===== config.mk =====
export PLATFORM = sky130hd
export DESIGN_NAME = aop_divider
export DESIGN_NICKNAME = d
export VERILOG_FILES = /design/src/rtl/alpha_outline_painter_macros.svh /design/src/rtl/aop_divider.sv
export SDC_FILE = /design/constraint.sdc
export NUM_CORES = 1
export LEC_CHECK = 0
export ABC_AREA = 1
export BUFFER_PORTS_ARGS = -buffer_cell sky130_fd_sc_hd__clkbuf_2
export CORE_ASPECT_RATIO = 0.8
export CORE_MARGIN = 4
export CORE_UTILIZATION = 50
export CTS_BUF_LIST = sky130_fd_sc_hd__clkbuf_4 sky130_fd_sc_hd__clkbuf_8
export DETAILED_ROUTE_END_ITERATION = 16
export GPL_TIMING_DRIVEN = 0
export PLACE_DENSITY = 0.83
export SYNTH_ARGS = -nofsm -noshare
export SYNTH_HDL_FRONTEND = slang
export SYNTH_SLANG_ARGS = --single-unit

===== constraint.sdc =====
create_clock -name clock -period 2.31 [get_ports clock]
set_clock_uncertainty 0.2 [all_clocks]
set_input_delay 0.1155 -clock clock [delete_from_list [all_inputs] [get_ports clock]]
set_output_delay 0.1155 -clock clock [all_outputs]
set_load 0.005 [all_outputs]

===== src/rtl/alpha_outline_painter_macros.svh =====
// Assertion macros used by the outline painter RTL.
`ifndef ALPHA_OUTLINE_PAINTER_MACROS_SVH
`define ALPHA_OUTLINE_PAINTER_MACROS_SVH
`ifndef ASSERT_OFF
// Property that must hold at every clock edge outside reset.
`define AOP_ASSERT(name, prop, msg) \
   name: assert property (@(posedge clock) disable iff (reset) (prop)) else $error(msg);
// Condition that must never be true outside reset.
`define AOP_ASSERT_NEVER(name, cond, msg) \
   name: assert property (@(posedge clock) disable iff (reset) !(cond)) else $error(msg);
`else
`define AOP_ASSERT(name, prop, msg)
`define AOP_ASSERT_NEVER(name, cond, msg)
`endif
`endif


===== src/rtl/aop_divider.sv =====
// Restoring divider that produces one quotient bit per cycle.
`timescale 1ns / 1ps
module aop_divider #(
   parameter int DIVIDEND_W = 16,
   parameter int DIVISOR_W  = 9
) (
   input  logic                  clock,
   input  logic                  reset,
   input  logic                  start,
   input  logic [DIVIDEND_W-1:0] dividend,
   input  logic [DIVISOR_W-1:0]  divisor,
   output logic                  done,
   output logic [DIVIDEND_W-1:0] quotient,
   output logic [DIVISOR_W-1:0]  remainder
);
   localparam int CNT_W = $clog2(DIVIDEND_W + 1);

   logic [CNT_W-1:0]      cnt_ff, cnt_in;
   logic                  done_ff, done_in;
   logic [DIVIDEND_W-1:0] q_ff, q_in;
   logic [DIVISOR_W-1:0]  r_ff, r_in;
   logic [DIVISOR_W-1:0]  d_ff, d_in;
   logic [DIVISOR_W:0]    shifted;
   logic [DIVISOR_W:0]    diff;

   always_comb begin
      cnt_in  = cnt_ff;
      done_in = 1'b0;
      q_in    = q_ff;
      r_in    = r_ff;
      d_in    = d_ff;
      shifted = {r_ff, q_ff[DIVIDEND_W-1]};
      diff    = shifted - {1'b0, d_ff};
      if (start) begin
         cnt_in = CNT_W'(DIVIDEND_W);
         q_in   = dividend;
         r_in   = '0;
         d_in   = divisor;
      end else if (cnt_ff != '0) begin
         // The partial remainder stays below the divisor whenever the divisor is nonzero.
         if (shifted >= {1'b0, d_ff}) begin
            r_in = diff[DIVISOR_W-1:0];
            q_in = {q_ff[DIVIDEND_W-2:0], 1'b1};
         end else begin
            r_in = shifted[DIVISOR_W-1:0];
            q_in = {q_ff[DIVIDEND_W-2:0], 1'b0};
         end
         cnt_in  = cnt_ff - 1'b1;
         done_in = (cnt_ff == CNT_W'(1));
      end
   end

   always_ff @(posedge clock) begin
      if (reset) begin
         cnt_ff  <= '0;
         done_ff <= 1'b0;
      end else begin
         cnt_ff  <= cnt_in;
         done_ff <= done_in;
      end
      q_ff <= q_in;
      r_ff <= r_in;
      d_ff <= d_in;
   end

   assign done      = done_ff;
   assign quotient  = q_ff;
   assign remainder = r_ff;
endmodule

==> results.tsv <==
metric	value	unit
initial antenna violation count	0	
Power Internal	0.001607	W
nets	387	
Post-synth ARST share	0	
most common cell after layout, fill and taps aside	nand2_1	
Antenna Violating Nets Remaining	0	
Final Slew Violations	0	
Top Family by Delay on Critical Path	adder cells	
vias	2066	
IO buf count	53	
met3 track demand over resource	0.04730	
routed vias/inst	5.101	
GPL Wtd Cong	0.8756	
final setup TNS	0	ns
Cells after DPL	370	
minimum clock period	2.147	ns
post-CTS setup buffers	0	
hold crit path type	in2reg	
status	complete, no violations	
worst path arrival time	2.14	ns
slowest cell delay on critical path	0.39	ns
DIE AREA	0.005438	mm^2
layout cells sized above 1	0.2414	
largest net degree at the start of global routing	21	
max-cap violations	0	
mapped cell area	0.002158	mm^2
Final Cell Area	0.002867	mm^2
combinational power share	0.413	
# diodes	0	
critical-path cell list	inv_1 -> ha_1 -> inv_1 -> fa_2 -> nand2_1 -> nand3_2 -> nand2_2 -> buf_6 -> nand3_1 -> nand3_1 -> o21ai_2	
area delta synth->final	32.81	%
EDFF count, synth	25	
highest-count cells in the layout ignoring fill and taps	nand2_1, clkbuf_2, inv_1	
clock sink count	40	
vias in the first global route	1889	
Post-Synthesis Cells	260	
slowest CP cell	edfxtp_1	
worst-margin pin slew	0.4454	ns
global route hottest layer	met2	
power per cell area	902.4	mW/mm^2
buffers and inverters on the worst path	3	
Sw Ratio	0.3788	
initial detailed-routing violation count	196	
Primary FF master, synth	edfxtp_1	
worst vdd ir	0.4999	mV
CP endpoint kind	flip-flop	
Synth Register Bits	40	
crit path kind	reg2reg	
drt pass-1 iters	4	
Critical Path RT	2.30	ns
CTS tree	built	
root buffer cell	clkbuf_8	
clk buf depth	2	
Syn Area/Cell	8.301	um^2
Clk Latency, worst-skew pair	0.30	ns
Synthesized Nets	300	
fmax	465.7	MHz
detailed placer's ending HPWL	3466	um
Die W	81.46	um
Clk pwr share	0.196	
unique cell type count in the Yosys netlist	28	
Sequential Power Share	0.391	
met2 Use GR	0.3445	
Avg WL per Cell	14.07	um
Leak	1.450	nW
sequential-to-total area share from yosys stat	0.4870	
gr ovfl total	0	
RSZ-0062 raised after global routing	false	
final non-filler cell total	405	
Placed Area	0.002495	mm^2
drt drc	0	
Slew HR	0.7030	
die height	66.77	um
Ys Warns	0	
CTS H-Tree Depth	2	
crit path max fanout	10	
M1 GR Usage	0.2684	
Reg clk slew, reported paths	0.08	ns
Core ar.	0.004178	mm^2
Inserted Clock Buffers	5	
first-pass GRT wire length	8700	um
cell row count	21	
Starting Density	0.5166	
final setup fails	0	
Fin. Hold Viols	0	
WL final	5698	um
crit path launch type	flip-flop	
P_sw	0.0009798	W
fin crit share	0.9295	
I/O pin cnt	54	
GR Util All Layers	0.2140	
## per-stage QoR
step                      hold slack, ns  power (W)    util  worst slack [ns]
after detailed placement         0.09413   0.002006  0.5972            0.1198
after global routing             0.06655   0.002744  0.6861           0.01986
after global placement           0.09202   0.001967  0.5972            0.1591
final                            0.05740   0.002587  0.6861            0.1628
after floorplan                 -0.01543   0.001706       -            0.3048
after CTS                        0.05471   0.002537  0.6828            0.1062
## power by group through the flow
| stage | clock network (W) | registers, W | logic, W |
|---|---|---|---|
| 5_1_grt | 0.000539 | 0.00103 | 0.00118 |
| 3_5_place_dp | 0 | 0.00102 | 0.000986 |
| 3_3_place_gp | 0 | 0.00102 | 0.000951 |
| 4_1_cts | 0.000506 | 0.00100 | 0.00103 |
| 2_1_floorplan | 0 | 0.00101 | 0.000692 |
| 6_report | 0.000508 | 0.00101 | 0.00107 |
## cell usage after synthesis (3+ instances only)
master	number	share of area
nand2_1	96	0.17
inv_1	34	0.059
edfxtp_1	25	0.35
nand3_1	21	0.049
dfxtp_1	15	0.14
ha_1	11	0.064
nor2_1	10	0.017
a21oi_1	6	0.014
xnor2_1	5	0.020
nand2_2	4	0.012
nand3_2	4	0.019
nor2_2	4	0.012
o21ai_1	4	0.0093
nand3b_1	3	0.010
nor3_1	3	0.0070
## flip-flops by register name (all words and copies together), names as in the netlist
register,flops
quotient,16
d_ff,9
remainder,9
cnt_ff,5
done,1
## cell type report
type / count / area [um^2]
buffer: 5 / 35.03
clock buffer: 7 / 90.09
clock inverter: 1 / 7.507
fill: 320 / 1311
inverter: 37 / 147.6
multi-input combinational: 178 / 930.9
sequential: 40 / 1051
tap: 57 / 71.32
timing repair buffer: 79 / 525.5
timing repair inverter: 1 / 7.507
## what timing repair did
action | 4_1_cts | 5_1_grt
setup endpoints to repair | 0 | 25
hold buffers | 26 | 0
endpoints found under the hold margin | 31 | 0
resized for setup | 0 | 3
## kinds of logic (layout without fill, tap and decap cells)
family,Yosys count,in the layout,share of synthesized area
compound gates,14,14,0.03652
fa+ha+maj,12,12,0.07304
buf+inv,42,130,0.08289
flops,40,40,0.4870
simple gates,147,147,0.3003
xor+xnor,5,5,0.02029
## path summary, 6_finish.rpt
path / start / endpoint / slack [ns] / cells past startpoint
hold / removal: start / d_ff[5] / 0.06 / 1
setup / recovery: quotient[15] / remainder[4] / 0.16 / 11
setup reg to reg: quotient[15] / remainder[4] / 0.16 / 11
hold reg to reg: remainder[6] / remainder[6] / 0.29 / 2
## metal layers
layer,wire length (um),share of wire
met1,2295,0.40
met2,2777,0.49
met3,468,0.082
met4,157,0.028
met5,0,0
(Power assumes the default switching activity.)
